===== src/rtl/core/pis_pkg.sv =====
package pis_pkg;

	localparam int CAPACITY  = 8;
	localparam int NUM_TYPES = 8;

	localparam int OP_W     = 2;
	localparam int TYPE_W   = 3;
	localparam int KIND_W   = 3;
	localparam int STATUS_W = 3;
	localparam int MASK_W   = 7;
	localparam int CNT_W    = $clog2(CAPACITY + 1);
	localparam int IDX_W    = (CAPACITY > 1) ? $clog2(CAPACITY) : 1;

	localparam int APB_AW = 4;
	localparam int APB_DW = 32;

	typedef enum logic [OP_W-1:0] {
		OP_PUSH  = 2'd0,
		OP_POP   = 2'd1,
		OP_QUERY = 2'd2,
		OP_NONE  = 2'd3
	} op_t;

	typedef enum logic [KIND_W-1:0] {
		KIND_STATUS  = 3'd0,
		KIND_PREEMPT = 3'd1,
		KIND_ENTER   = 3'd2,
		KIND_EXIT    = 3'd3,
		KIND_RESUME  = 3'd4
	} kind_t;

	typedef enum logic [STATUS_W-1:0] {
		ST_OK        = 3'd0,
		ST_INVALID   = 3'd1,
		ST_FULL      = 3'd2,
		ST_EMPTY     = 3'd3,
		ST_NOT_FOUND = 3'd4
	} status_t;

	typedef enum logic [1:0] {
		REG_PREEMPT = 2'd0,
		REG_ENTER   = 2'd1,
		REG_EXIT    = 2'd2,
		REG_RESUME  = 2'd3
	} reg_idx_t;

	typedef enum logic [1:0] {
		S_IDLE,
		S_EXEC,
		S_EMIT
	} state_t;

	typedef struct packed {
		logic [MASK_W-1:0] pre;
		logic [MASK_W-1:0] ent;
		logic [MASK_W-1:0] ext;
		logic [MASK_W-1:0] res;
	} pis_masks_t;

	typedef struct packed {
		logic  capture;
		logic  exec;
		logic  load;
		kind_t kind;
	} pis_cmd_t;

	typedef struct packed {
		logic pre;
		logic ent;
		logic ext;
		logic res;
		logic res_en;
	} pis_stat_t;

	// bit t-1 of the mask enables type t; type 0 never reports
	function automatic logic hook_on(logic [MASK_W-1:0] mask, logic [TYPE_W-1:0] t);
		logic [TYPE_W-1:0] idx;
		idx = t - TYPE_W'(1);
		hook_on = (t != '0) && mask[idx];
	endfunction

endpackage


===== src/rtl/core/pis_regs.sv =====
module pis_regs import pis_pkg::*; (
	input  logic              clk,
	input  logic              arst_n,
	input  logic              psel,
	input  logic              penable,
	input  logic              pwrite,
	input  logic [APB_AW-1:0] paddr,
	input  logic [APB_DW-1:0] pwdata,
	output logic [APB_DW-1:0] prdata,
	output logic              pready,
	output pis_masks_t        masks
);

	pis_masks_t masks_q;
	reg_idx_t   idx;
	logic       wr_en;

	assign idx    = reg_idx_t'(paddr[3:2]);
	assign wr_en  = psel && penable && pwrite;
	assign pready = 1'b1;
	assign masks  = masks_q;

	always_ff @(posedge clk or negedge arst_n) begin
		if (!arst_n) begin
			masks_q <= '0;
		end else if (wr_en) begin
			unique case (idx)
				REG_PREEMPT: masks_q.pre <= pwdata[MASK_W-1:0];
				REG_ENTER:   masks_q.ent <= pwdata[MASK_W-1:0];
				REG_EXIT:    masks_q.ext <= pwdata[MASK_W-1:0];
				REG_RESUME:  masks_q.res <= pwdata[MASK_W-1:0];
				default:     masks_q <= masks_q;
			endcase
		end
	end

	always_comb begin
		prdata = '0;
		unique case (idx)
			REG_PREEMPT: prdata[MASK_W-1:0] = masks_q.pre;
			REG_ENTER:   prdata[MASK_W-1:0] = masks_q.ent;
			REG_EXIT:    prdata[MASK_W-1:0] = masks_q.ext;
			REG_RESUME:  prdata[MASK_W-1:0] = masks_q.res;
			default:     prdata = '0;
		endcase
	end

endmodule


===== config.mk =====
export PLATFORM = sky130hd
export DESIGN_NAME = pis_regs
export DESIGN_NICKNAME = d
export VERILOG_FILES = /design/src/rtl/core/pis_pkg.sv /design/src/rtl/core/pis_regs.sv
export SDC_FILE = /design/constraint.sdc
export NUM_CORES = 1
export LEC_CHECK = 0
export BUFFER_PORTS_ARGS = -buffer_cell sky130_fd_sc_hd__buf_2
export CAP_MARGIN = 20
export CORE_MARGIN = 2
export CORE_UTILIZATION = 38
export CTS_BUF_LIST = sky130_fd_sc_hd__clkbuf_4 sky130_fd_sc_hd__clkbuf_8
export CTS_CLUSTER_SIZE = 16
export DETAILED_ROUTE_END_ITERATION = 8
export PLACE_DENSITY_LB_ADDON = 0.05
export SETUP_SLACK_MARGIN = 0.02
export SLEW_MARGIN = 5
export SYNTH_ARGS = -nofsm -noshare
export SYNTH_HDL_FRONTEND = slang
export SYNTH_SLANG_ARGS = --single-unit

===== constraint.sdc =====
create_clock -name clk -period 0.9 [get_ports clk]
set_input_delay 0.09 -clock clk [delete_from_list [all_inputs] [get_ports clk]]
set_output_delay 0.09 -clock clk [all_outputs]
set_load 0.005 [all_outputs]

* After elaboration in Yosys (flattened, before gate mapping)
Cells that the tools add are included.
** Cells by class
- Muxes and demuxes :: 1
- Equality and inequality tests :: 3
- Reductions and logical operators :: 7
** Operators by type and width (count)
- one-hot mux 7 bit (4 select lines) :: 1
- AND reduction 2 bit :: 4
- equality test 2 bit (second input constant) :: 2
- equality test 2 x 1 -> 1 bit (second input constant) :: 1
- logical AND 1 bit :: 2
- logical NOT 2 bit :: 1
** Word-level totals
- Input bits :: 41
- Output and inout port bits :: 61
- Flip-flop bits (word level) :: 28
- Word-level logic and storage cells :: 15

* Depth between registers and ports, before layout
Gate-level depths: netlist of run 1.
- Word-level depth :: 3
- Depth in mapped cells :: 4
- Depth with buffers taken out :: 3

* Worst setup path after synthesis of run 1
Ideal clock, no wire load.
- Path type :: input port to flip-flop
- From :: input port pwrite
- To :: register masks_q, in the netlist masks[21]
- Setup time :: 0.125 ns
- Data required time :: 0.775 ns
- Cell stages on the path :: 3
- Arrival :: 0.956 ns
- Path buffers :: 0
- Setup slack :: -0.181 ns
- Cell sequence :: and3_4 nor3b_4 mux2_2
** On the way
- Longest elaborated chain between the ends :: 2
** RTL lines
- start, declared :: line pis_regs.sv:6 : input logic pwrite,
- logical AND 1 bit :: line pis_regs.sv:19 : assign wr_en = psel && penable && pwrite;
- AND reduction 2 bit (no source line)
- end signal, assigned :: line pis_regs.sv:32 : default: masks_q <= masks_q;
- end, declared :: line pis_regs.sv:14 : pis_masks_t masks_q;
Every way passes these cells.
A chain may end at the register's enable or synchronous reset.

* Worst setup path in the final report of run 1
- From :: register masks_q, in the netlist masks[0]
- To :: output port prdata[0]
** On the way
- Longest elaborated chain between the ends :: 1
** RTL lines
- one-hot mux 7 bit (4 select lines) :: line pis_regs.sv:39 : unique case (idx)
- end, declared :: line pis_regs.sv:9 : output logic [APB_DW-1:0] prdata,
Every way passes these cells.

==> qor.csv, run 1 <==
metric,value,unit
wire_per_inst,15.5,um
synth-compound-area-share,0,
crit_required,0.81,ns
place_area,0.00188,mm2
path_cells,mux4_2 -> buf_2,
rsz0062_at_grt,yes,
muxShareOfSynthArea,0.323,
critPathMaxStageDelay,0.48,ns
drc,0,
gp_congestion,0.769,
yosys.area_share.adder,0,
critical_path.max_fanout,2,
dpl.hpwl,2390,um
finalNetCount,228,
grtUsageTotal,0.174,
p_leak,0.00125,uW
synthSimpleGateAreaFrac,0.0419,
firstDrtPassIters,3,
synth_seq_cells,28,
vias,1058,
port_buffers,48,
grt_start_max_net_pins,17,
cp.buffers_inverters,1,
grt_pass1_wl,5670,um
yosys.area.top_type,dfrtp_1,
crit_family,multiplexers,
min_path_type,in -> reg,
fmax,0.721,GHz
maxSlewViolCount,0,
syn-instance-count,99,
first_global_vias,1110,
crit_path_start_kind,flip-flop,
drive_gt1_frac,0.704,
largest_register_ffs,28,
worstSkewPairLatency,0.27,ns
syn2layout_area_growth,66.2,%
antenna_found_initial,0,
powerDensity,2080,mW/mm2
clockRootBuffer,clkbuf_8,
drv_cap,0,
start_util,0.397,
synth_xor_area_frac,0,
cts_buffer_depth,2,
post-route-min-period,1.39,ns
layout_setup_ws,-0.486,ns
overflow,0,
die_area,0.00436,mm2
drt-total-wl,3630,um
postSynthAreaPerCell,14.8,um2
status,"complete, but fails checks",
holdWs,0.102,ns
cts_tree,yes,
postRouteAntennaNets,0,
rr_worst_depth,3,
pin_count,102,
hold_viol,0,
vias_per_cell,4.52,
ys_types,11,
synth_top_family_by_area,multiplexers,
fin_cells,234,
synth_area_leaders,"dfrtp_1 (48%), mux2_2 (22%), buf_4 (14%)",
whs_path_depth,2,
mostFrequentLayoutCell,buf_6,
cp.depth,2,
cp.arrival,1.30,ns
setup_violations,38,
cts_inserted_buffers,3,
mostFrequentLayoutCells,"buf_6 (60), dfrtp_1 (28), mux2_4 (26), conb_1 (26), buf_2 (20)",
drtIter0Drc,24,
violations,setup timing,
yosysWarnings,0,
htree_levels,1,
finClkSkew,0,ns
diodes,0,
cp-end-kind,output pin,
core-area,0.00369,mm2
crit_type,reg -> out,
slowest_stage,mux4_2,
post-place-cells,218,
finalPower,5060,uW
dieHeight,66.1,um
placementRows,22,
pre_cts_ws,-0.375,ns
period_share,1.54,
ir_worst_vdd,0.000995,V
synth_seq_area_share,0.479,
die_w,66.1,um
syn_area,0.00146,mm2
netlist.area_leader.share,0.479,
cts.sinks,28,
path_clk_slew,0.10,ns
postLayoutCellArea,0.00243,mm2
-- worst register-to-register path, stage by stage, from the launching register on --
cell and delay (ns):
dfrtp_1 0.41, buf_4 0.14, buf_6 0.10, mux2_4 0.25
-- stage by stage --
stage	setup TNS (ns)	util
2_1_floorplan	-2.64	-
3_3_place_gp	-11.04	0.509
3_5_place_dp	-11.58	0.509
4_1_cts	-5.65	0.627
5_1_grt	-8.28	0.659
6_report	-6.77	0.659
-- path summary, 6_finish.rpt --
kind	start	endpoint	slack [ns]
worst min register to register	masks[26]	masks[26]	0.54
worst min-delay path	pwdata[3]	masks[24]	0.10
max in group asynchronous	arst_n	masks[15]	0.27
min in group asynchronous	arst_n	masks[23]	0.24
worst max register to register	masks[13]	masks[13]	-0.11
worst max-delay path	masks[0]	prdata[0]	-0.49
-- cell usage after synthesis, drive strengths merged --
library cell,instances
and3,1
and3b,1
buf,29
conb,2
dfrtp,28
mux2,28
mux4,7
nand3,1
nand3b,1
nor3b,1
-- layout make-up --
| type | instances | area [um2] |
|---|---|---|
| Clock buffer | 3 | 41.3 |
| Clock inverter | 1 | 30.0 |
| Fill cell | 295 | 1260 |
| Multi-Input combinational cell | 66 | 737 |
| Sequential cell | 28 | 701 |
| Tap cell | 48 | 60.1 |
| Timing Repair Buffer | 88 | 863 |
-- logic make-up after synthesis --
| family | Yosys count |
|---|---|
| muxes | 35 |
| and+or+nand+nor | 5 |
| other | 2 |
| buffers and inverters | 29 |
| DFF | 28 |
-- power breakdown --
group	total (uW)	internal (uW)	switching, uW
Clock	985	595	390
Sequential	1760	1550	211
Combinational	2310	1660	651
-- metal layers --
metal  GRT usage  part of all wire
met4      0.0306            0.0033
met5           0                 0
met2       0.271              0.48
met3      0.0290             0.060
met1       0.257              0.46
-- repair_timing --
action | 4_1_cts | 5_1_grt
hold buffers | 1 | 0
setup endpoints to repair | 62 | 62
gates resized for setup | 62 | 30
setup buffers | 11 | 16
hold endpoints to repair | 28 | 0
pin swaps | 1 | 0
Note: power is estimated with default switching activity, not from simulation.
==> run 2: changes to the inputs <==
Settings changed: ABC_CLOCK_PERIOD_IN_PS set to 900, PLACE_DENSITY_LB_ADDON 0.05 to 0.12.
==> run 2 against run 1 <==
Effect of this change: the flow still finishes with violations (setup timing); setup slack worse by 0.00087 ns; sequential share of layout area rose by 1.0 points; final area decreased by 3.4%; fmax about the same; routed wire length down 2.7%; largest cell class unchanged; largest power group unchanged.
==> qor.csv, run 2 (same netlist as run 1, synthesis figures left out) <==
metric,value,unit
drtIter0Drc,27,
finClkSkew,0,ns
drc,0,
grtUsageTotal,0.169,
mostFrequentLayoutCells,"buf_6 (54), dfrtp_1 (28), conb_1 (26)",
cp-end-kind,output pin,
hold_viol,0,
cp.buffers_inverters,1,
whs_path_depth,2,
cts_tree,yes,
p_leak,0.00120,uW
die_area,0.00436,mm2
crit_path_start_kind,flip-flop,
postRouteAntennaNets,0,
cp.depth,2,
status,"complete, but fails checks",
powerDensity,1980,mW/mm2
min_path_type,in -> reg,
cts_inserted_buffers,3,
grt_pass1_wl,5460,um
start_util,0.397,
r2r-start,masks[3],
cts_buffer_depth,2,
rsz0062_at_grt,yes,
cp.arrival,1.30,ns
p_seq_frac,0.377,
grtUsageMet2,0.303,
dpl.hpwl,2440,um
crit_type,reg -> out,
ff2ff_setup_slack,-0.09,ns
firstDrtPassIters,4,
htree_levels,1,
first_global_vias,1104,
core-area,0.00369,mm2
cts.sinks,28,
period_share,1.54,
critical_path.max_fanout,2,
rr_worst_depth,3,
vias,1050,
wire_per_inst,15.2,um
fill_cells,294,
crit_family,multiplexers,
antenna_found_initial,0,
worstSkewPairLatency,0.27,ns
drt-total-wl,3530,um
gp_congestion,0.696,
path_clk_slew,0.09,ns
layout_setup_ws,-0.487,ns
startpoint,masks[24],
ir_worst_vdd,0.00131,V
port_buffers,48,
critPathMaxStageDelay,0.48,ns
violations,setup timing,
swShare,0.260,
die_w,66.1,um
post-route-min-period,1.39,ns
grt_start_max_net_pins,16,
crit_required,0.81,ns
mostFrequentLayoutCell,buf_6,
maxSlewViolCount,0,
holdWs,0.0997,ns
dieHeight,66.1,um
setup_tns,-6.33,ns
finalPower,4650,uW
use_met3,0.0273,
drv_cap,0,
finalNetCount,228,
r2r-end,masks[3],
groute.layer.met1.usage,0.209,
overflow,0,
pre_cts_ws,-0.355,ns
path_cells,mux4_2 -> buf_2,
diodes,0,
fmax,0.721,GHz
placementRows,22,
p_int,3440,uW
p_sw,1210,uW
vias_per_cell,4.51,
critPathCapture,prdata[3],
p_comb_frac,0.480,
top_usage_layer,met2,
largest_register_ffs,28,
pin_count,102,
slowest_stage,mux4_2,
syn2layout_area_growth,60.4,%
setup_violations,37,
clockPowerShare,0.143,
drive_gt1_frac,0.703,
clockRootBuffer,clkbuf_8,
-- run 2: cell count changes in the layout (fill, tap and decap cells not counted) --
cell       delta
buf_6         -6
buf_12        -1
buf_4         +7
bufinv_16     -1
mux2_2        +5
mux2_4        -5
-- run 2: worst register-to-register path, cell delays in order, from the launching register on --
cell,delay [ns]
dfrtp_1,0.39
buf_4,0.14
buf_6,0.10
mux2_2,0.25
-- run 2: worst min-delay path by stage --
stage | startpoint | to
after CTS | pwdata[0] | masks[7]
final | pwdata[0] | masks[7]
after detailed placement | arst_n | masks[15]
after global placement | arst_n | masks[15]
after global routing | pwdata[0] | masks[7]
after floorplan | arst_n | masks[0]
-- run 2: stage by stage --
stage | utilization | cell area, um2 | std cells
after floorplan | - | 1580 | 123
after global placement | 0.515 | 1900 | 221
after detailed placement | 0.515 | 1900 | 221
after CTS | 0.605 | 2230 | 230
after global routing | 0.637 | 2350 | 233
final | 0.637 | 2350 | 233
-- run 2: what timing repair did --
| item | CTS | global route |
|---|---|---|
| gates resized for setup | 50 | 29 |
| buffers inserted | 7 | 14 |
| endpoints found under the setup margin | 60 | 62 |
| pin swaps | 1 | 1 |
| hold endpoints to repair | 13 | 0 |
| hold buffers | 1 | 0 |
-- run 2: cell type report --
cell class	instances	area (um2)	share of cell area
well taps	48	60.1	0.0256
multi-input cells	66	718	0.306
repair buffers	88	828	0.353
flip-flops and latches	28	701	0.298
clock buffers	3	41.3	0.0176
-- run 2: power groups by stage --
| stage | clock (uW) | sequential [uW] | combinational [uW] |
|---|---|---|---|
| floorplan | 0 | 1780 | 600 |
| finish | 668 | 1750 | 2230 |
| global route | 747 | 1780 | 2390 |
| CTS | 693 | 1740 | 2000 |
| global placement | 0 | 1720 | 1420 |
| detailed placement | 0 | 1740 | 1450 |
-- run 2: routing by layer --
metal / wire length [um] / part of all wire
met1: 1530 / 0.43
met4: 46 / 0.013
met5: 0 / 0
met3: 191 / 0.054
met2: 1770 / 0.50
