==> src/rtl/core/pis_pkg.sv <==
package pis_pkg;

	localparam int CAPACITY  = 8;
	localparam int NUM_TYPES = 8;

	localparam int OP_W     = 2;
	localparam int TYPE_W   = 3;
	localparam int KIND_W   = 3;
	localparam int STATUS_W = 3;
	localparam int MASK_W   = 7;
	localparam int CNT_W    = $clog2(CAPACITY + 1);
	localparam int IDX_W    = (CAPACITY > 1) ? $clog2(CAPACITY) : 1;

	localparam int APB_AW = 4;
	localparam int APB_DW = 32;

	typedef enum logic [OP_W-1:0] {
		OP_PUSH  = 2'd0,
		OP_POP   = 2'd1,
		OP_QUERY = 2'd2,
		OP_NONE  = 2'd3
	} op_t;

	typedef enum logic [KIND_W-1:0] {
		KIND_STATUS  = 3'd0,
		KIND_PREEMPT = 3'd1,
		KIND_ENTER   = 3'd2,
		KIND_EXIT    = 3'd3,
		KIND_RESUME  = 3'd4
	} kind_t;

	typedef enum logic [STATUS_W-1:0] {
		ST_OK        = 3'd0,
		ST_INVALID   = 3'd1,
		ST_FULL      = 3'd2,
		ST_EMPTY     = 3'd3,
		ST_NOT_FOUND = 3'd4
	} status_t;

	typedef enum logic [1:0] {
		REG_PREEMPT = 2'd0,
		REG_ENTER   = 2'd1,
		REG_EXIT    = 2'd2,
		REG_RESUME  = 2'd3
	} reg_idx_t;

	typedef enum logic [1:0] {
		S_IDLE,
		S_EXEC,
		S_EMIT
	} state_t;

	typedef struct packed {
		logic [MASK_W-1:0] pre;
		logic [MASK_W-1:0] ent;
		logic [MASK_W-1:0] ext;
		logic [MASK_W-1:0] res;
	} pis_masks_t;

	typedef struct packed {
		logic  capture;
		logic  exec;
		logic  load;
		kind_t kind;
	} pis_cmd_t;

	typedef struct packed {
		logic pre;
		logic ent;
		logic ext;
		logic res;
		logic res_en;
	} pis_stat_t;

	// bit t-1 of the mask enables type t; type 0 never reports
	function automatic logic hook_on(logic [MASK_W-1:0] mask, logic [TYPE_W-1:0] t);
		logic [TYPE_W-1:0] idx;
		idx = t - TYPE_W'(1);
		hook_on = (t != '0) && mask[idx];
	endfunction

endpackage

==> src/rtl/core/pis_ctrl.sv <==
module pis_ctrl import pis_pkg::*; (
	input  logic      clk,
	input  logic      arst_n,
	input  logic      req_valid,
	output logic      req_ready,
	output logic      rsp_valid,
	input  logic      rsp_ready,
	input  pis_stat_t stat,
	output pis_cmd_t  cmd
);

	state_t state_q, state_d;
	logic   pre_q, ent_q, ext_q, res_q;
	logic   out_valid_q;
	logic   can_load;

	assign can_load  = !out_valid_q || rsp_ready;
	assign rsp_valid = out_valid_q;

	always_comb begin
		state_d = state_q;
		unique case (state_q)
			S_IDLE: if (req_valid) state_d = S_EXEC;
			S_EXEC: state_d = S_EMIT;
			S_EMIT: if (cmd.load && (cmd.kind == KIND_STATUS)) state_d = S_IDLE;
			default: state_d = S_IDLE;
		endcase
	end

	always_comb begin
		cmd       = '0;
		cmd.kind  = KIND_STATUS;
		req_ready = 1'b0;
		unique case (state_q)
			S_IDLE: begin
				req_ready   = 1'b1;
				cmd.capture = req_valid;
			end
			S_EXEC: cmd.exec = 1'b1;
			S_EMIT: begin
				cmd.load = can_load;
				priority if (pre_q) cmd.kind = KIND_PREEMPT;
				else if (ent_q) cmd.kind = KIND_ENTER;
				else if (ext_q) cmd.kind = KIND_EXIT;
				else if (res_q && stat.res_en) cmd.kind = KIND_RESUME;
				else cmd.kind = KIND_STATUS;
			end
			default: cmd = '0;
		endcase
	end

	always_ff @(posedge clk or negedge arst_n) begin
		if (!arst_n) begin
			state_q     <= S_IDLE;
			pre_q       <= 1'b0;
			ent_q       <= 1'b0;
			ext_q       <= 1'b0;
			res_q       <= 1'b0;
			out_valid_q <= 1'b0;
		end else begin
			state_q <= state_d;
			if (cmd.exec) begin
				pre_q <= stat.pre;
				ent_q <= stat.ent;
				ext_q <= stat.ext;
				res_q <= stat.res;
			end else if (cmd.load) begin
				unique case (cmd.kind)
					KIND_PREEMPT: pre_q <= 1'b0;
					KIND_ENTER:   ent_q <= 1'b0;
					KIND_EXIT:    ext_q <= 1'b0;
					KIND_RESUME:  res_q <= 1'b0;
					default:      res_q <= 1'b0;
				endcase
			end
			if (cmd.load) out_valid_q <= 1'b1;
			else if (rsp_ready) out_valid_q <= 1'b0;
		end
	end

endmodule

==> config.mk <==
export PLATFORM = sky130hd
export DESIGN_NAME = pis_ctrl
export DESIGN_NICKNAME = d
export VERILOG_FILES = /design/src/rtl/core/pis_pkg.sv /design/src/rtl/core/pis_ctrl.sv
export SDC_FILE = /design/constraint.sdc
export NUM_CORES = 1
export LEC_CHECK = 0
export BUFFER_PORTS_ARGS = -buffer_cell sky130_fd_sc_hd__clkbuf_2
export CORE_AREA = 2 2 39 41
export CTS_CLUSTER_DIAMETER = 60
export DETAILED_ROUTE_END_ITERATION = 16
export DIE_AREA = 0 0 41 43
export SETUP_SLACK_MARGIN = 0.4
export SLEW_MARGIN = 0
export SYNTH_ARGS = -nofsm -noshare
export SYNTH_HDL_FRONTEND = slang
export SYNTH_SLANG_ARGS = --single-unit
==> constraint.sdc <==
create_clock -name clk -period 3.7 [get_ports clk]
set_input_delay 0.185 -clock clk [delete_from_list [all_inputs] [get_ports clk]]
set_output_delay 0.185 -clock clk [all_outputs]
set_load 0.01 [all_outputs]
# Word-level counts from Yosys, hierarchy flattened

Index checks and enable logic that the tools add are counted.
W data, S select, Z words.

Output and inout port bits: 8
Register bits after elaboration: 7
Logic and storage cells: 56

Eq/ne operators: 8
Reductions and logical operators: 17
Muxes and demuxes: 25

Operator list:

| cell                 | count |
|---|---|
| $mux W1              | 17 |
| $mux W3              | 4 |
| $reduce_and A2 Y1    | 5 |
| $reduce_bool A2 Y1   | 5 |
| $eq A3 B2 Y1 const B | 2 |
| $pmux W2 S3          | 1 |
| $mux W2              | 2 |
| $mux W4              | 1 |
| $ne A2 B2 Y1 const B | 2 |
| $eq A3 B1 Y1 const B | 1 |
| $logic_not A3 Y1     | 1 |
| $reduce_or A3 Y1     | 1 |
| $eq A2 B1 Y1 const B | 1 |
| $eq A2 B2 Y1 const B | 1 |
| $logic_and A1 B1 Y1  | 2 |
| $logic_not A2 Y1     | 1 |
| $ne A2 B1 Y1 const B | 1 |
| $logic_not A1 Y1     | 1 |
| $logic_or A1 B1 Y1   | 1 |

# Depth between registers and ports, before layout

Gate-level depths: netlist of the first run.

Word-level depth: 11
Mapped depth: 4
Gate-level depth less buffers: 4

# Worst setup path before layout of the first run

OpenSTA, ideal clock, no wires.

Path kind: reg-to-output
Start point: reg ext_q
End point: out cmd[2] (netlist bit)
Path buffers: 0
Slack: 2428 ps
Cell stages (with the launch flop): 3
Data arrival time: 1087 ps
Cells stage by stage: dfrtp_1 or3_4 nor3_1

RTL lines:

| item                     | line           | RTL |
|---|---|---|
| start: declaration       | pis_ctrl.sv:13 | `logic pre_q, ent_q, ext_q, res_q;` |
| start signal: assignment | pis_ctrl.sv:65 | `ext_q <= stat.ext;` |
| end: declaration         | pis_ctrl.sv:9  | `output pis_cmd_t cmd` |

==> key figures, run 1 <==
Outcome
  • Status: complete, no violations

Synthesis
  • Post-Syn Area: roughly 360 µm²
  • Synth warn: 0
  • Synth Area in Compound Gates: 0.165
  • #FFs+latches synth: 7
  • Avg Inst Size Synth: ~9 µm²
  • Syn Inst Count: 40
  • Sequential-to-total area share from yosys stat: 0.493
  • Main combinational cell family by area after synthesis: simple AND/OR/NAND/NOR gates
  • Post-Synth Adder-Cell Area: 0
  • Distinct cells, synth: 16
  • Post-synthesis mux area share: 0
  • Syn Nets: between 40 and 50
  • Post-Synth Simple-Gate Area: 0.296
  • Post-synthesis xor/xnor area fraction: 0

STA
  • Hold Worst Slack: between 0.1 and 0.15 ns
  • Fin crit share: 0.429
  • Tmin final: ~1.6 ns
  • Final Hold Viols: 0
  • RSZ-0062 raised after global routing: false
  • Tightest Pin Transition: 0.405 ns
  • Final WS setup: about 2.1 ns
  • F_max: about 630 MHz
  • Worst-case clock skew: roughly 0.0013 ns
  • Worst-case headroom to the max-slew limit: 0.730
  • Fin Setup TNS: 0 ns
  • Final setup violation count: 0
  • Final Max Slew Viols: 0

Route
  • WL/cell: 10.2 µm
  • Antenna Violating Nets Remaining: 0
  • Via count: ~340
  • DRC Markers: 0
  • Top Metal Used: met4
  • Met2 wire len: approximately 310 µm
  • Drt initial violations: 6
  • Routed WL: between 700 and 800 µm
  • M1 wire length: ~380 µm
  • Met3 wire len: approximately 42 µm
  • Drt pass-1 iters: 3
  • Vias per inst: between 4 and 5

Pwr
  • Peak supply drop: approximately 0.00026 V
  • PwrDens: around 760 nW/µm²
  • Leak: between 0.2 and 0.25 nW

Placement
  • Final HPWL DP: about 590 µm
  • Port bufs: 16
  • Routability cong.: just under 0.7
  • Placed insts: 71
  • Worst slack, placed: 2.38 ns

Global routing
  • Overflow left after global routing: 0
  • Total GRT Usage: 0.118
  • Vias in the first global route: 316
  • Antenna violations before repair: 0
  • First-pass GRT wire length: approximately 1300 µm
  • Largest net degree at the start of global routing: 10

CTS
  • H-Tree Depth: 1
  • Clk sinks: 7
  • Worst-Skew Late Latency: 0.25 ns
  • TritonCTS clock tree: built
  • CTS resizes: 0
  • Clock Path Buffers: 2
  • Num CTS Buffers: 3
  • Postcts setup bufs: 0
  • Clock transition at the registers of the reported paths: 0.05 ns
  • Hold_buf cts: 1
  • CTS root buf: clkbuf_4

Die
  • DIE HEIGHT: between 40 and 50 µm
  • Die width: slightly above 40 µm
  • Total die area: approximately 1800 µm²
  • Initial Utilization: 0.257
  • Core box area: approximately 1400 µm²
  • Io pins: 17
  • Number of placement rows: 14

Cells and area
  • Non-filler cells, final: 76
  • Area Overhead vs Synth: 37.0%
  • N_diodes: 0
  • Layout cells sized above 1: 0.350
  • Nets: 70
  • Fill cells: around 150

Worst setup path
  • Worst EP required: 3.51 ns
  • Startpoint Class: register
  • R2r setup slk: ~2.4 ns
  • Endpoint type of the worst setup path: output pin
  • WP data arrival: around 1.4 ns
  • Worst setup path class: reg -> out
  • Worst-path maximum fanout: 4

Hold path
  • Tightest Hold Check Type: in -> reg

Job
  • # Max-Cap Violations: 0
path summary, 6_finish.rpt:
check | start | endpoint | depth (start not counted)
setup / recovery | ext_q | cmd[2] | 3
hold / removal | stat[1] | res_q | 3
setup reg to reg | state_q[0] | ent_q | 3
hold reg to reg | res_q | res_q | 2
max in group asynchronous | arst_n | ext_q | 2
min in group asynchronous | arst_n | rsp_valid | 2
worst max-delay path, stage by stage, from the launching register on:
cell,delay [ns]
dfrtp_1,0.40
or3_4,0.41
nor3_1,0.18
clkbuf_2,0.16
routing by layer:
layer / vias up / track usage
li1: 176 / -
met1: 145 / 0.150
met2: 12 / 0.147
met3: 4 / 0.0157
met4: 0 / 0.140
met5: - / 0
flip-flops by register name, indices dropped and copies added, names as in the netlist:
name       flops
ent_q          1
ext_q          1
pre_q          1
res_q          1
rsp_valid      1
state_q        2
stage by stage:
step	util	area, µm²	power, W
after floorplan	-	355	0.000249
after detailed placement	0.325	450	0.000301
after CTS	0.352	487	0.000370
after global routing	0.352	487	0.000406
after global placement	0.325	450	0.000298
final	0.352	487	0.000368
cells by family after synthesis:
| kind of cell | after synthesis |
|---|---|
| AND/OR/NAND/NOR | 21 |
| AO/OA/AOI/OAI | 8 |
| flip-flops | 7 |
| buffers and inverters | 4 |
power breakdown:
part | switching (W) | total (W) | internal (W)
combinational | 0.0000899 | 0.000161 | 0.0000715
sequential | 0.0000286 | 0.000137 | 0.000109
clock | 0.0000279 | 0.0000690 | 0.0000411
area by class of cell:
type,instances,area [µm²],area share
sequential,7,175,0.360
multi-input combinational,29,164,0.337
timing repair buffer,17,90.1,0.185
clock buffer,4,26.3,0.0540
tap,16,20.0,0.0411
inverter,3,11.3,0.0231
synthesized netlist by cell type:
| cell type | count | area share |
|---|---|---|
| nor2b_1 | 1 | 0.018 |
| nand2_1 | 8 | 0.085 |
| nor3_1 | 2 | 0.028 |
| a21oi_1 | 2 | 0.028 |
| nand2b_1 | 2 | 0.035 |
| nor3b_1 | 1 | 0.021 |
| dfrtp_1 | 7 | 0.49 |
| o41ai_1 | 1 | 0.025 |
| nor2_1 | 4 | 0.042 |
| or3_4 | 1 | 0.032 |
| and2_1 | 2 | 0.035 |
| o21ai_0 | 3 | 0.042 |
| o311ai_0 | 1 | 0.025 |
| clkbuf_2 | 1 | 0.014 |
| inv_1 | 3 | 0.032 |
| o311ai_2 | 1 | 0.046 |
layout by cell type (no fill, tap or decap), types with 3 or more instances in the layout:
cell type / synthesis / routed
o21ai_0: 3 / 3
nor2_1: 4 / 4
nand2_1: 8 / 8
clkbuf_4: 0 / 3
dfrtp_1: 7 / 7
clkbuf_2: 1 / 16
inv_1: 3 / 3
Power figures use the tool's default switching activity.
==> run 2: changes to the inputs <==
ABC_AREA = 1   (was default)
clock period = 1.4 ns   (was 3.7 ns; I/O delays follow)
==> key figures, run 2 <==
CTS
  • Num CTS Buffers: 3
  • CTS root buf: clkbuf_4
  • Clk sinks: 7
  • Clock Path Buffers: 2
  • TritonCTS clock tree: built
  • Clock transition at the registers of the reported paths: roughly 0.060 ns
  • H-Tree Depth: 1
  • Worst-Skew Late Latency: between 0.2 and 0.3 ns

Synthesis
  • #FFs+latches synth: 7
  • Commonest cells in the synthesized netlist: nand2_1, inv_1, dfrtp_1
  • Sequential-to-total area share from yosys stat: 0.431
  • Top-count cell post-synth: nand2_1
  • Syn Nets: 70
  • Synth warn: 0
  • Leading area contributor after synthesis: dfrtp_1
  • Syn Inst Count: 61
  • Post-Syn Area: roughly 410 µm²
  • Ranking of synthesized cells by area: dfrtp_1, nand2_1, inv_1, nor2_1, nor3b_1
  • Synth top area share: 0.431
  • Avg Inst Size Synth: roughly 6.7 µm²
  • Number of synthesized flops with an enable pin: 0
  • Distinct cells, synth: 14
  • Top FF cell, synth: dfrtp_1
  • Async SR Flop Fraction: 1.00

Route
  • WL/cell: 11.2 µm
  • Antenna Violating Nets Remaining: 0
  • Drt pass-1 iters: 6
  • Vias per inst: 4.55
  • Routed WL: between 1000 and 1500 µm
  • DRC Markers: 0
  • Via count: between 500 and 600
  • Drt initial violations: 12

Global routing
  • Antenna violations before repair: 0
  • Total GRT Usage: 0.157
  • Largest net degree at the start of global routing: 8
  • Overflow left after global routing: 0
  • Vias in the first global route: about 420
  • First-pass GRT wire length: 1730 µm

Outcome
  • Status: complete, no violations

Die
  • Number of placement rows: 14
  • Total die area: around 1800 µm²
  • Initial Utilization: 0.294
  • Io pins: 17
  • Die width: around 41 µm
  • Core box area: 1380 µm²
  • DIE HEIGHT: around 43 µm

Cells and area
  • Post-route cell area: approximately 720 µm²
  • Area Overhead vs Synth: 78.2%
  • Layout cells sized above 1: 0.558
  • Largest Register: state_q
  • Nets: roughly 110
  • N_diodes: 0
  • Most common cell after layout, fill and taps aside: nand2_1
  • Fill cells: between 100 and 150
  • Max reg flops: 2
  • Most frequent cells in the layout: nand2_1, clkbuf_2, buf_4

Placement
  • Routability cong.: roughly 0.8
  • Final HPWL DP: between 600 and 700 µm
  • Port bufs: 16
  • Placed cell areas: 513 µm²

Worst setup path
  • Reg-to-reg startpoint: state_q[1]
  • Worst setup path class: reg -> out
  • Worst EP required: between 1 and 1.5 ns
  • Worst-path maximum fanout: 4
  • WP data arrival: between 1 and 1.5 ns
  • R2r setup slk: ~0.20 ns
  • Endpoint type of the worst setup path: output pin
  • Startpoint Class: register
  • Worst R2R End: state_q[1]
  • Cell count of the worst reg-to-reg path: 8

Job
  • # Max-Cap Violations: 0

Pwr
  • Total Power: roughly 0.0016 W
  • Leak: between 0.4 and 0.5 nW
  • PwrDens: 2200 nW/µm²
  • Peak supply drop: around 0.00092 V

STA
  • Final Hold Viols: 0
  • F_max: between 800 and 900 MHz
  • Fin crit share: 0.892
  • Worst-case clock skew: 0.0103 ns
  • Worst-case headroom to the max-slew limit: 0.825
  • RSZ-0062 raised after global routing: true
  • Final setup violation count: 0
  • Tmin final: about 1.2 ns
  • Fin Setup TNS: 0 ns
  • Final Max Slew Viols: 0
  • Tightest Pin Transition: roughly 0.26 ns

Hold path
  • Tightest Hold Check Type: in -> reg
  • Hold Path End: res_q
  • Hold Crit Depth: 3
  • Worst Hold Launch: stat[1]
run 2: cell types whose count changed in the layout (fill, tap and decap cells not counted), moves of 3 or more:
cell / change
nand2_2: +4
nand2_1: +13
buf_6: +6
o21ai_0: -3
nor2_4: +4
inv_2: +7
buf_4: +9
clkbuf_2: -4
run 2: power by group:
part           internal (W)  total, W  leakage, nW  switching (W)
Clock              0.000109  0.000189       0.0150      0.0000800
Sequential         0.000294  0.000375       0.0873      0.0000813
Combinational      0.000495   0.00103        0.307       0.000536
run 2: area by class of cell:
type	instances	area [µm²]	area share
multi-input combinational	42	241	0.333
inverter	12	45.0	0.0622
sequential	7	176	0.244
tap	16	20.0	0.0276
timing repair buffer	30	215	0.297
clock buffer	4	26.3	0.0363
run 2: cell families (layout without fill, tap and decap cells):
kind of cell / after synthesis / in the layout / synth area share
AND/OR/NAND/NOR: 39 / 39 / 0.422
flip-flops: 7 / 7 / 0.431
buffers and inverters: 12 / 46 / 0.111
AO/OA/AOI/OAI: 3 / 3 / 0.0369
run 2: through the flow:
step	worst slack, ns	cells	utilization	hold WS, ns
5_1_grt	0.0894	111	0.524	0.0139
4_1_cts	0.156	108	0.480	0.0111
6_report	0.151	111	0.524	0.0145
3_3_place_gp	0.313	93	0.371	-0.0770
2_1_floorplan	0.382	61	-	-0.226
3_5_place_dp	0.281	93	0.371	-0.0784
run 2: worst max-delay path, cell delays in order, from the launching register on:
cell	delay [ns]
dfrtp_1	0.38
inv_2	0.06
nor2_4	0.18
nand3_2	0.11
inv_2	0.08
buf_6	0.10
run 2: worst max-delay path by stage:
| stage | endpoint | start | slack (ns) |
|---|---|---|---|
| after detailed placement | state_q[1] | state_q[1] | 0.28 |
| after global routing | cmd[2] | ext_q | 0.09 |
| after CTS | cmd[2] | ent_q | 0.16 |
| after global placement | pre_q | state_q[1] | 0.31 |
| after floorplan | pre_q | state_q[1] | 0.38 |
| final | cmd[1] | state_q[1] | 0.15 |
run 2: per-layer routing:
metal | wire length [µm] | vias up | track usage
li1 | - | 250 | -
met1 | 460 | 237 | 0.173
met2 | 701 | 16 | 0.234
met3 | 63 | 2 | 0.0628
met4 | 21 | 0 | 0.107
met5 | 0 | - | 0
run 2: repair_timing:
| action | 4_1_cts | 5_1_grt |
|---|---|---|
| setup endpoints to repair | 12 | 12 |
| buffers inserted | 10 | 3 |
| endpoints found under the hold margin | 7 | 0 |
| hold buffers | 1 | 0 |
| pin swaps | 5 | 2 |
| resized for setup | 15 | 13 |
