## src/rtl/core/pis_pkg.sv

```systemverilog
package pis_pkg;

	localparam int CAPACITY  = 8;
	localparam int NUM_TYPES = 8;

	localparam int OP_W     = 2;
	localparam int TYPE_W   = 3;
	localparam int KIND_W   = 3;
	localparam int STATUS_W = 3;
	localparam int MASK_W   = 7;
	localparam int CNT_W    = $clog2(CAPACITY + 1);
	localparam int IDX_W    = (CAPACITY > 1) ? $clog2(CAPACITY) : 1;

	localparam int APB_AW = 4;
	localparam int APB_DW = 32;

	typedef enum logic [OP_W-1:0] {
		OP_PUSH  = 2'd0,
		OP_POP   = 2'd1,
		OP_QUERY = 2'd2,
		OP_NONE  = 2'd3
	} op_t;

	typedef enum logic [KIND_W-1:0] {
		KIND_STATUS  = 3'd0,
		KIND_PREEMPT = 3'd1,
		KIND_ENTER   = 3'd2,
		KIND_EXIT    = 3'd3,
		KIND_RESUME  = 3'd4
	} kind_t;

	typedef enum logic [STATUS_W-1:0] {
		ST_OK        = 3'd0,
		ST_INVALID   = 3'd1,
		ST_FULL      = 3'd2,
		ST_EMPTY     = 3'd3,
		ST_NOT_FOUND = 3'd4
	} status_t;

	typedef enum logic [1:0] {
		REG_PREEMPT = 2'd0,
		REG_ENTER   = 2'd1,
		REG_EXIT    = 2'd2,
		REG_RESUME  = 2'd3
	} reg_idx_t;

	typedef enum logic [1:0] {
		S_IDLE,
		S_EXEC,
		S_EMIT
	} state_t;

	typedef struct packed {
		logic [MASK_W-1:0] pre;
		logic [MASK_W-1:0] ent;
		logic [MASK_W-1:0] ext;
		logic [MASK_W-1:0] res;
	} pis_masks_t;

	typedef struct packed {
		logic  capture;
		logic  exec;
		logic  load;
		kind_t kind;
	} pis_cmd_t;

	typedef struct packed {
		logic pre;
		logic ent;
		logic ext;
		logic res;
		logic res_en;
	} pis_stat_t;

	// bit t-1 of the mask enables type t; type 0 never reports
	function automatic logic hook_on(logic [MASK_W-1:0] mask, logic [TYPE_W-1:0] t);
		logic [TYPE_W-1:0] idx;
		idx = t - TYPE_W'(1);
		hook_on = (t != '0) && mask[idx];
	endfunction

endpackage

```

## src/rtl/core/pis_datapath.sv

```systemverilog
module pis_datapath import pis_pkg::*; (
	input  logic                clk,
	input  logic                arst_n,
	input  pis_cmd_t            cmd,
	input  logic [OP_W-1:0]     opcode,
	input  logic [TYPE_W-1:0]   intent_type,
	input  pis_masks_t          masks,
	output pis_stat_t           stat,
	output logic [KIND_W-1:0]   item_kind,
	output logic [TYPE_W-1:0]   event_intent,
	output logic [STATUS_W-1:0] status_code,
	output logic                present_flag,
	output logic [TYPE_W-1:0]   top_intent,
	output logic [CNT_W-1:0]    list_depth,
	output logic                last_item
);

	logic [OP_W-1:0]   op_q;
	logic [TYPE_W-1:0] type_q;
	logic [TYPE_W-1:0] entry_q [CAPACITY];
	logic [CNT_W-1:0]  count_q;
	status_t           status_q;
	logic              present_q;
	logic [TYPE_W-1:0] old_top_q;

	logic [KIND_W-1:0]   kind_q;
	logic [TYPE_W-1:0]   ev_q;
	logic [STATUS_W-1:0] code_q;
	logic                pres_q;
	logic [TYPE_W-1:0]   top_q;
	logic [CNT_W-1:0]    depth_q;
	logic                last_q;

	logic [CAPACITY-1:0] live, match, gt, ge, prev_gt;
	logic [TYPE_W-1:0]   up_e [CAPACITY];
	logic [TYPE_W-1:0]   dn_e [CAPACITY];
	logic [IDX_W-1:0]    top_idx;
	logic [TYPE_W-1:0]   cur_top;
	logic                found, any_gt, full, type_ok;
	logic                do_ins, do_rem;
	status_t             st_code;
	logic                pres;
	logic [TYPE_W-1:0]   ev_sel;

	// parallel compare in every cell
	always_comb begin
		for (int i = 0; i < CAPACITY; i++) begin
			live[i]  = CNT_W'(i) < count_q;
			match[i] = live[i] && (entry_q[i] == type_q);
			gt[i]    = live[i] && (entry_q[i] > type_q);
			ge[i]    = live[i] && (entry_q[i] >= type_q);
		end
		up_e[0]    = '0;
		prev_gt[0] = 1'b0;
		for (int i = 1; i < CAPACITY; i++) begin
			up_e[i]    = entry_q[i-1];
			prev_gt[i] = gt[i-1];
		end
		for (int i = 0; i < CAPACITY - 1; i++) begin
			dn_e[i] = entry_q[i+1];
		end
		dn_e[CAPACITY-1] = entry_q[CAPACITY-1];
	end

	assign top_idx = IDX_W'(count_q - CNT_W'(1));
	assign cur_top = (count_q != '0) ? entry_q[top_idx] : '0;
	assign found   = |match;
	assign any_gt  = |gt;
	assign full    = count_q >= CNT_W'(CAPACITY);
	assign type_ok = (type_q != '0) && (32'(type_q) < NUM_TYPES);

	always_comb begin
		do_ins     = 1'b0;
		do_rem     = 1'b0;
		st_code    = ST_OK;
		pres       = 1'b0;
		stat       = '0;
		unique case (op_t'(op_q))
			OP_PUSH: begin
				if (!type_ok) st_code = ST_INVALID;
				else if (found) st_code = ST_OK;
				else if (full) st_code = ST_FULL;
				else begin
					do_ins = 1'b1;
					// no larger entry: the new type becomes the top
					stat.pre = !any_gt && (count_q != '0) && hook_on(masks.pre, cur_top);
					stat.ent = !any_gt && hook_on(masks.ent, type_q);
				end
			end
			OP_POP: begin
				if (!type_ok) st_code = ST_INVALID;
				else if (count_q == '0) st_code = ST_EMPTY;
				else if (!found) st_code = ST_NOT_FOUND;
				else begin
					do_rem   = 1'b1;
					stat.ext = hook_on(masks.ext, type_q);
					stat.res = (cur_top == type_q) && (count_q >= CNT_W'(2));
				end
			end
			OP_QUERY: pres = (type_q != '0) && found;
			default:  st_code = ST_OK;
		endcase
		// after the update the store is stable and cur_top is the new top
		stat.res_en = hook_on(masks.res, cur_top);
	end

	always_ff @(posedge clk) begin
		if (cmd.capture) begin
			op_q   <= opcode;
			type_q <= intent_type;
		end
		if (cmd.exec) begin
			status_q  <= st_code;
			present_q <= pres;
			old_top_q <= cur_top;
			for (int i = 0; i < CAPACITY; i++) begin
				if (do_ins) begin
					if (prev_gt[i]) entry_q[i] <= up_e[i];
					else if (gt[i] || (CNT_W'(i) == count_q)) entry_q[i] <= type_q;
				end else if (do_rem && ge[i]) begin
					entry_q[i] <= dn_e[i];
				end
			end
		end
	end

	always_ff @(posedge clk or negedge arst_n) begin
		if (!arst_n) begin
			count_q <= '0;
		end else if (cmd.exec) begin
			if (do_ins) count_q <= count_q + CNT_W'(1);
			else if (do_rem) count_q <= count_q - CNT_W'(1);
		end
	end

	always_comb begin
		unique case (cmd.kind)
			KIND_PREEMPT: ev_sel = old_top_q;
			KIND_ENTER:   ev_sel = type_q;
			KIND_EXIT:    ev_sel = type_q;
			KIND_RESUME:  ev_sel = cur_top;
			default:      ev_sel = '0;
		endcase
	end

	// output register, loaded once per result transfer
	always_ff @(posedge clk) begin
		if (cmd.load) begin
			kind_q  <= cmd.kind;
			ev_q    <= ev_sel;
			code_q  <= (cmd.kind == KIND_STATUS) ? status_q : ST_OK;
			pres_q  <= (cmd.kind == KIND_STATUS) && present_q;
			top_q   <= cur_top;
			depth_q <= count_q;
			last_q  <= cmd.kind == KIND_STATUS;
		end
	end

	assign item_kind    = kind_q;
	assign event_intent = ev_q;
	assign status_code  = code_q;
	assign present_flag = pres_q;
	assign top_intent   = top_q;
	assign list_depth   = depth_q;
	assign last_item    = last_q;

endmodule

```

## config.mk

```make
export PLATFORM = sky130hd
export DESIGN_NAME = pis_datapath
export DESIGN_NICKNAME = d
export VERILOG_FILES = /design/src/rtl/core/pis_pkg.sv /design/src/rtl/core/pis_datapath.sv
export SDC_FILE = /design/constraint.sdc
export NUM_CORES = 1
export LEC_CHECK = 0
export BUFFER_PORTS_ARGS = -buffer_cell sky130_fd_sc_hd__buf_2
export CAP_MARGIN = 10
export CORE_MARGIN = 2
export CORE_UTILIZATION = 60
export CTS_BUF_LIST = sky130_fd_sc_hd__clkbuf_8
export CTS_CLUSTER_SIZE = 16
export DETAILED_ROUTE_END_ITERATION = 8
export GPL_TIMING_DRIVEN = 0
export PLACE_DENSITY = 0.89
export SYNTH_ARGS = -nofsm -noshare
export SYNTH_HDL_FRONTEND = slang
export SYNTH_SLANG_ARGS = --single-unit
export TNS_END_PERCENT = 1
```

## constraint.sdc

```tcl
create_clock -name clk -period 4.67 [get_ports clk]
set_input_delay 0.467 -clock clk [delete_from_list [all_inputs] [get_ports clk]]
set_output_delay 0.467 -clock clk [all_outputs]
set_load 0.05 [all_outputs]
```

# After elaboration in Yosys (flattened, before gate mapping)
# Memories as Yosys holds them, arrays and structs flattened.
# Index checks and enable logic that the tools add are counted.
dict set report classes {
  add_sub_neg 4
  mul 0
  n_div 0
  magnitude_cmp 28
  eq_ne 22
  shift 0
  mux 149
  bitwise_logic 15
  reduce_logical 62
}
# cell n
set ops {}
lappend ops {{two-way mux 1 bit} 111}
lappend ops {{two-way mux 3 bit} 21}
lappend ops {{logical AND 1 bit} 42}
lappend ops {{== test 3 bit} 9}
lappend ops {{greater-or-equal comparator 3 bit} 8}
lappend ops {{greater-than comparator 3 bit} 8}
lappend ops {{two-way mux 2 bit} 9}
lappend ops {{== test 3 x 4 -> 1 bit (first input constant)} 4}
lappend ops {{< comparator 3 x 4 -> 1 bit (first input constant)} 4}
lappend ops {{OR reduction 8 bit} 2}
lappend ops {{bitwise OR 1 bit} 15}
lappend ops {{binary-select mux 1 bit (select 3 bit)} 4}
lappend ops {{case mux 3 bit (3 select lines)} 1}
lappend ops {{== test 2 x 4 -> 1 bit (first input constant)} 2}
lappend ops {{logical OR 1 bit} 8}
lappend ops {{< comparator 1 x 4 -> 1 bit (first input constant)} 2}
lappend ops {{< comparator 2 x 4 -> 1 bit (first input constant)} 2}
lappend ops {{< comparator 3 x 4 -> 1 bit (second input constant)} 2}
lappend ops {{two-way mux 4 bit} 2}
lappend ops {{== test 3 x 2 -> 1 bit (second input constant)} 2}
lappend ops {{case mux 3 bit (2 select lines)} 1}
lappend ops {{nonzero test 3 bit} 2}
lappend ops {{subtractor 3 x 1 -> 3 bit (second input constant)} 2}
lappend ops {{adder 4 x 1 -> 4 bit (second input constant)} 1}
lappend ops {{other kinds (16)} 16}
dict set report totals {
  ff_bits 34
  latch_bits 0
  ram_bits 24
  mem_bits_ro 0
  output_inout_bits 23
  wordCells 294
  mem_count 1
}
# name depth word_bits rd rd_clocked_by_memory_dff write_ports line
set mem_list {}
lappend mem_list {entry_q 8 3 9 0 8 pis_datapath.sv:20} ;# logic [TYPE_W-1:0] entry_q [CAPACITY];

# Longest topological paths before layout
# Gate-level depths: netlist of run 1.
# An unclocked memory read counts as a cell.
dict set report logic_depth {
  depth_word 14
  mapped_depth 14
  mapped_depth_nobuf 12
}

# Least setup slack after synthesis of run 1
# Ideal clock, no wire load.
dict set report synth_timing {
  kind {flip-flop to output port}
  start {register count_q[0]}
  end {output port stat[4] (netlist bit)}
  arrival_time_ns 4.167
  t_required_ns 4.203
  setup_slack_ns 0.036
  path_stages_with_launch 13
  path_buffers 2
  cell_sequence {dfrtp_1 > buf_2 > inv_1 > ha_1 > clkbuf_1 > mux4_2 > nand3_1 > nand2_1 > inv_1 > ha_1 > xor2_1 > mux2_2 > a211oi_1}
}
# element line
set synth_rtl {}
lappend synth_rtl {{from (decl)} pis_datapath.sv:21} ;# logic [CNT_W-1:0] count_q;
lappend synth_rtl {{from (signal assigned)} pis_datapath.sv:131} ;# if (do_ins) count_q <= count_q + CNT_W'(1);
lappend synth_rtl {{from (signal assigned)} pis_datapath.sv:132} ;# else if (do_rem) count_q <= count_q - CNT_W'(1);
lappend synth_rtl {{to (decl)} pis_datapath.sv:8} ;# output pis_stat_t stat,

==> results of run 1 <==
-- through the flow --
stage                     cell area [sq um]  power (mW)
final                                  5000        2.54
after global routing                   5000        2.69
after CTS                              4990        2.49
after detailed placement               4810        2.09
after global placement                 4810        2.05
after floorplan                        4370        1.78
-- worst max-delay path by stage --
stage	start	to	cells after the start
2_1_floorplan	count_q[0]	stat[4]	12
3_3_place_gp	count_q[0]	stat[0]	14
3_5_place_dp	count_q[0]	stat[0]	14
4_1_cts	count_q[1]	stat[0]	13
5_1_grt	count_q[0]	stat[0]	14
6_report	count_q[0]	stat[0]	13
-- critical path, cell delays in order, from the launching register on --
cell and delay (ns):
dfrtp_2 0.51, buf_4 0.24, inv_1 0.10, ha_2 0.45, mux4_2 0.36, nand3_1 0.16
nand2_2 0.17, inv_2 0.16, ha_1 0.29, inv_1 0.14, mux4_2 0.22, or4b_2 0.60
nand3_1 0.09, clkbuf_4 0.23
-- report_power, final --
group | internal (mW) | total (mW) | switching (mW)
Sequential | 0.675 | 0.736 | 0.0611
Combinational | 0.514 | 1.42 | 0.902
Clock | 0.185 | 0.391 | 0.206
Total | 1.37 | 2.54 | 1.17
-- Yosys cell counts (9+ instances only) --
| cell | instances |
|---|---|
| a211oi_1 | 10 |
| a21oi_1 | 26 |
| and3_1 | 10 |
| edfxtp_1 | 54 |
| ha_1 | 32 |
| inv_1 | 28 |
| mux2_2 | 14 |
| mux2i_1 | 20 |
| mux4_2 | 9 |
| nand2_1 | 25 |
| nand3_1 | 18 |
| nor2_1 | 22 |
| nor2b_1 | 10 |
| nor3_1 | 12 |
| o21ai_0 | 24 |
-- layout make-up --
cell class              count  area share
plain buffers              12      0.0133
inverters                  28      0.0210
multi-input cells         323       0.497
flip-flops and latches     58       0.345
repair buffers             65      0.0671
well taps                  99      0.0248
clock buffers               9      0.0248
clock inverters             7     0.00751
-- cell families after synthesis --
logic type / Yosys count
compound gates: 98
fa+ha+maj: 32
xor+xnor: 9
buf+inv: 42
mux: 44
flops: 58
simple gates: 140
-- timing repair --
| item | in CTS | in global routing |
|---|---|---|
| endpoints found under the setup margin | 3 | 3 |
| setup buffers | 1 | 0 |
| endpoints found under the hold margin | 4 | 0 |
| hold buffers | 1 | 0 |
| cloned | 0 | 0 |
| resized for setup | 4 | 6 |
-- sequential cells by signal (all words and copies together) (netlist names), 3 cells and up --
name / cells
count_q: 4
entry_q: 24
event_intent: 3
item_kind: 3
list_depth: 4
old_top_q: 3
status_code: 3
status_q: 3
top_intent: 3
type_q: 3
-- layer usage --
metal  wire length [um]  vias to the layer above  global-route usage
li1                   -                     1764                   -
met1               4400                     1859               0.374
met2               5900                      284               0.523
met3               1110                       55              0.0637
met4                456                        0               0.168
met5                  0                        -                   0
-- layout by cell type, fill, tap and decap left out, drive strengths merged, types with 15 or more instances in the layout --
cell type   n
edfxtp     54
inv        29
mux2i      20
ha         32
nand3      18
nand2      25
o21ai      24
nor2       22
clkbuf     16
buf        69
a21oi      26
mux2       15
==> impl_metrics.ini, run 1 <==
[yosys]
synth_compound_area_frac = 0.140
synthTopCellsByArea = edfxtp_1 37%, ha_1 9.2%, mux4_2 4.6%, mux2i_1 4.6%, mux2_2 3.6%
ys.flop_type = edfxtp_1
async_flop_share = 0.0690
netlist_instances = 423
yosysTopAreaCell = edfxtp_1
synth_area_sq_mm = 0.00437
synth_edf_count = 54
ys_warn_count = 0
synth_mux_area_frac = 0.131
ys_seq_area_frac = 0.394
synthAdderAreaFrac = 0.0916
yosys.area_share.simple = 0.186
synth.distinct_cells = 53
postSynthAreaPerCell_sq_um = 10.3
synth_xor_area_frac = 0.0180
yosysTopAreaCellShare = 0.371
synth_top_family_by_area = simple AND/OR/NAND/NOR gates
synth_nets = 496
ys_seq_elements = 58

[global_route]
grtUsageTotal = 0.311
globalRouteOverflowTotal = 0
grt_max_degree = 19
grt_pass1_wl_mm = 18.6
grt_pass1_vias = 3812
antenna_found_initial = 0

[routing]
drc = 0
firstDrtPassIters = 9
num_vias = 3962
wl_per_cell_um = 19.7
wl_mm = 11.9
viasPerCell = 6.59
drtAntennaViolNets = 0
drt-initial-drc-count = 407

[worst_setup_path]
reg2reg_depth = 9
worst-setup-path-type = reg2out
r2r-end = entry_q[0][2]
timing.rr.start = type_q[1]
end_kind = primary output
worst_ep_arrival_time_ns = 4.07
critical_path.max_fanout = 10
rrSetupSlack_ns = 0.50
required_ns = 4.20
cp-start-kind = flip-flop

[clock_network]
cts_buffers = 9
htree_levels = 3
clock_sinks = 58
root_buffer = clkbuf_8
clk_latency_ns = 0.35
clkTransAtPathRegs_ns = 0.07
cts_buffer_depth = 2
cts_tree = yes

[final_layout]
synthToLayoutAreaGrowth_pct = 14.4
antennaDiodeCount = 0
final_cells = 601
drive_gt1_frac = 0.255
multi_input_area_sq_mm = 0.00248
regArea_sq_mm = 0.00172
fin_util = 0.700
fill_cells = 537
finish.net_count = 570

[floorplan]
start_util = 0.612
dieArea_sq_mm = 0.00798
core_sq_mm = 0.00714
rows = 31
io-pin-count = 64
dieHeight_um = 89.3
die_width_um = 89.3

[placed_design]
place.gp.congestion = 0.947
place_inst = 585
port_buffers = 63
hpwl_mm = 8.95
pre_cts_ws_ns = -0.104

[timing]
rsz0062_at_grt = true
hold_viol_final = 0
post-route-min-period_ns = 4.53
fin_worst_skew_ns = 0.00564
max_freq_mhz = 221
setup-tns-final_ns = 0
holdWs_ns = 0.297
slew_violations = 0
setup_viol = 0
tightestPinTransition_ns = 0.925
maxSlewHeadroom = 0.379
period_share = 0.970
timing.final.ws_setup_ns = 0.138

[power_and_ir_drop]
power_density_mw_per_mm2 = 509
leakage_nw = 2.08
ir_worst_vdd_uv = 273

[min_path]
hp-class = in2reg
hp-start = opcode[1]
min_to = op_q[1]
hold_depth = 1

[job]
maxCapViolCount = 0

[outcome]
status = finished clean
Power figures use the tool's default switching activity.
==> inputs of run 2 (changes only) <==
SETUP_SLACK_MARGIN = 0.5   (was not set)
==> run 2 against run 1 <==
  * Maximum frequency increased by 11%
  * Power is 13% higher
  * Largest cell class unchanged
  * Sequential share of layout area shrank 1.5 points
  * Clock power rose by 18%
  * Largest power group unchanged
  * Global-route usage grew 1.0 points
==> impl_metrics.ini, run 2 (synthesis results as in run 1) <==
[routing]
firstDrtPassIters = 7
drt-initial-drc-count = 538
wl_per_cell_um = 20.4
drc = 0
drtAntennaViolNets = 0
viasPerCell = 6.59
wl_mm = 12.6
num_vias = 4059

[final_layout]
final_common_cell = buf_2
final_area_sq_mm = 0.00523
largest_reg_flops = 24
synthToLayoutAreaGrowth_pct = 19.8
layout_common_cells = 64 x buf_2, 54 x edfxtp_1, 31 x ha_1
multi_input_area_sq_mm = 0.00255
top_register = entry_q
final_cells = 616
antennaDiodeCount = 0
finish.net_count = 585
fill_cells = 499
regArea_sq_mm = 0.00172
drive_gt1_frac = 0.306

[worst_setup_path]
required_ns = 4.20
r2r-end = entry_q[0][1]
reg2reg_depth = 10
timing.rr.start = type_q[2]
slowest_stage = or4b_2
cp_cell_sequence = buf_8 > inv_1 > ha_1 > buf_4 > or3b_4 > nand3_2 > nand2_4 > inv_4 > ha_4 > inv_2 > mux4_2 > or4b_2 > nand3_1 > buf_6
cp_top_family = simple AND/OR/NAND/NOR gates
critPathCapture = stat[0]
end_kind = primary output
cp-start-kind = flip-flop
worst_ep_arrival_time_ns = 3.63
worst-setup-path-type = reg2out
max_stage_delay_ns = 0.59
critical_path.max_fanout = 8
path_depth = 14
setup.worst_path.start = count_q[0]
crit_buf_inv = 6
rrSetupSlack_ns = 0.87

[placed_design]
hpwl_mm = 8.89
port_buffers = 63
placed_area_sq_mm = 0.00481
place_inst = 585
place.gp.congestion = 0.999

[timing]
slew_violations = 0
max_freq_mhz = 244
fin_worst_skew_ns = 0.00969
period_share = 0.877
post-route-min-period_ns = 4.10
maxSlewHeadroom = 0.365
tightestPinTransition_ns = 0.947
setup_viol = 0
hold_viol_final = 0
rsz0062_at_grt = true

[global_route]
grt_max_degree = 19
antenna_found_initial = 0
grt_pass1_wl_mm = 19.1
grtUsageTotal = 0.322
grt_pass1_vias = 3870
globalRouteOverflowTotal = 0

[floorplan]
core_sq_mm = 0.00714
start_util = 0.612
dieHeight_um = 89.3
rows = 31
io-pin-count = 64
die_width_um = 89.3
dieArea_sq_mm = 0.00798

[clock_network]
clkTransAtPathRegs_ns = 0.07
htree_levels = 3
root_buffer = clkbuf_8
clk_latency_ns = 0.36
cts_buffers = 9
cts_tree = yes
cts_buffer_depth = 2
clock_sinks = 58

[job]
maxCapViolCount = 0

[power_and_ir_drop]
power_density_mw_per_mm2 = 548
leakage_nw = 2.18
ir_worst_vdd_uv = 334

[min_path]
hp-class = in2reg

[outcome]
status = finished clean
## run 2: layout make-up
class                           count  share of cell area
Timing Repair Buffer               77              0.0825
Multi-Input combinational cell    323               0.486
Sequential cell                    58               0.329
Timing Repair inverter              1            0.000956
Inverter                           28              0.0220
Buffer                             14              0.0182
Clock buffer                        9              0.0237
Clock inverter                      7              0.0134
Tap cell                           99              0.0237
## run 2: where the power goes
group	leakage, nW	total, mW	switching [mW]	internal [mW]
clock	0.0990	0.463	0.219	0.245
combinational	1.52	1.69	1.03	0.652
sequential	0.556	0.719	0.0445	0.675
total	2.18	2.87	1.30	1.57
## run 2: per-stage QoR
stage / total power [mW] / worst slack [ns] / hold slack, ns / util / setup TNS (ns)
2_1_floorplan: 1.79 / 0.406 / 0.171 / - / 0
3_3_place_gp: 2.05 / 0.00104 / 0.274 / 0.674 / 0
3_5_place_dp: 2.11 / -0.102 / 0.273 / 0.674 / -0.102
4_1_cts: 2.66 / 0.492 / 0.287 / 0.716 / 0
5_1_grt: 3.00 / 0.476 / 0.277 / 0.733 / 0
6_report: 2.87 / 0.574 / 0.283 / 0.733 / 0
## run 2: layer usage
layer	track usage	routed length (um)	vias to the layer above
li1	-	-	1794
met1	0.379	4590	1889
met2	0.552	6120	310
met3	0.0831	1300	66
met4	0.141	544	0
met5	0	0	-
## run 2: what timing repair did
item | in CTS | in global routing
endpoints found under the hold margin | 4 | 0
resized for setup | 22 | 13
gates cloned | 0 | 1
setup endpoints to repair | 44 | 5
buffers inserted | 4 | 9
hold buffers | 1 | 0
pin swaps | 1 | 1
## run 2: how the worst min path moves through the flow
stage,slack (ns),start,cells past startpoint,end
after floorplan,0.17,arst_n,0,count_q[0]
after global placement,0.27,arst_n,1,count_q[2]
after detailed placement,0.27,arst_n,1,count_q[2]
after CTS,0.29,intent_type[1],1,type_q[1]
after global routing,0.28,opcode[0],1,op_q[0]
final,0.28,intent_type[1],1,type_q[1]
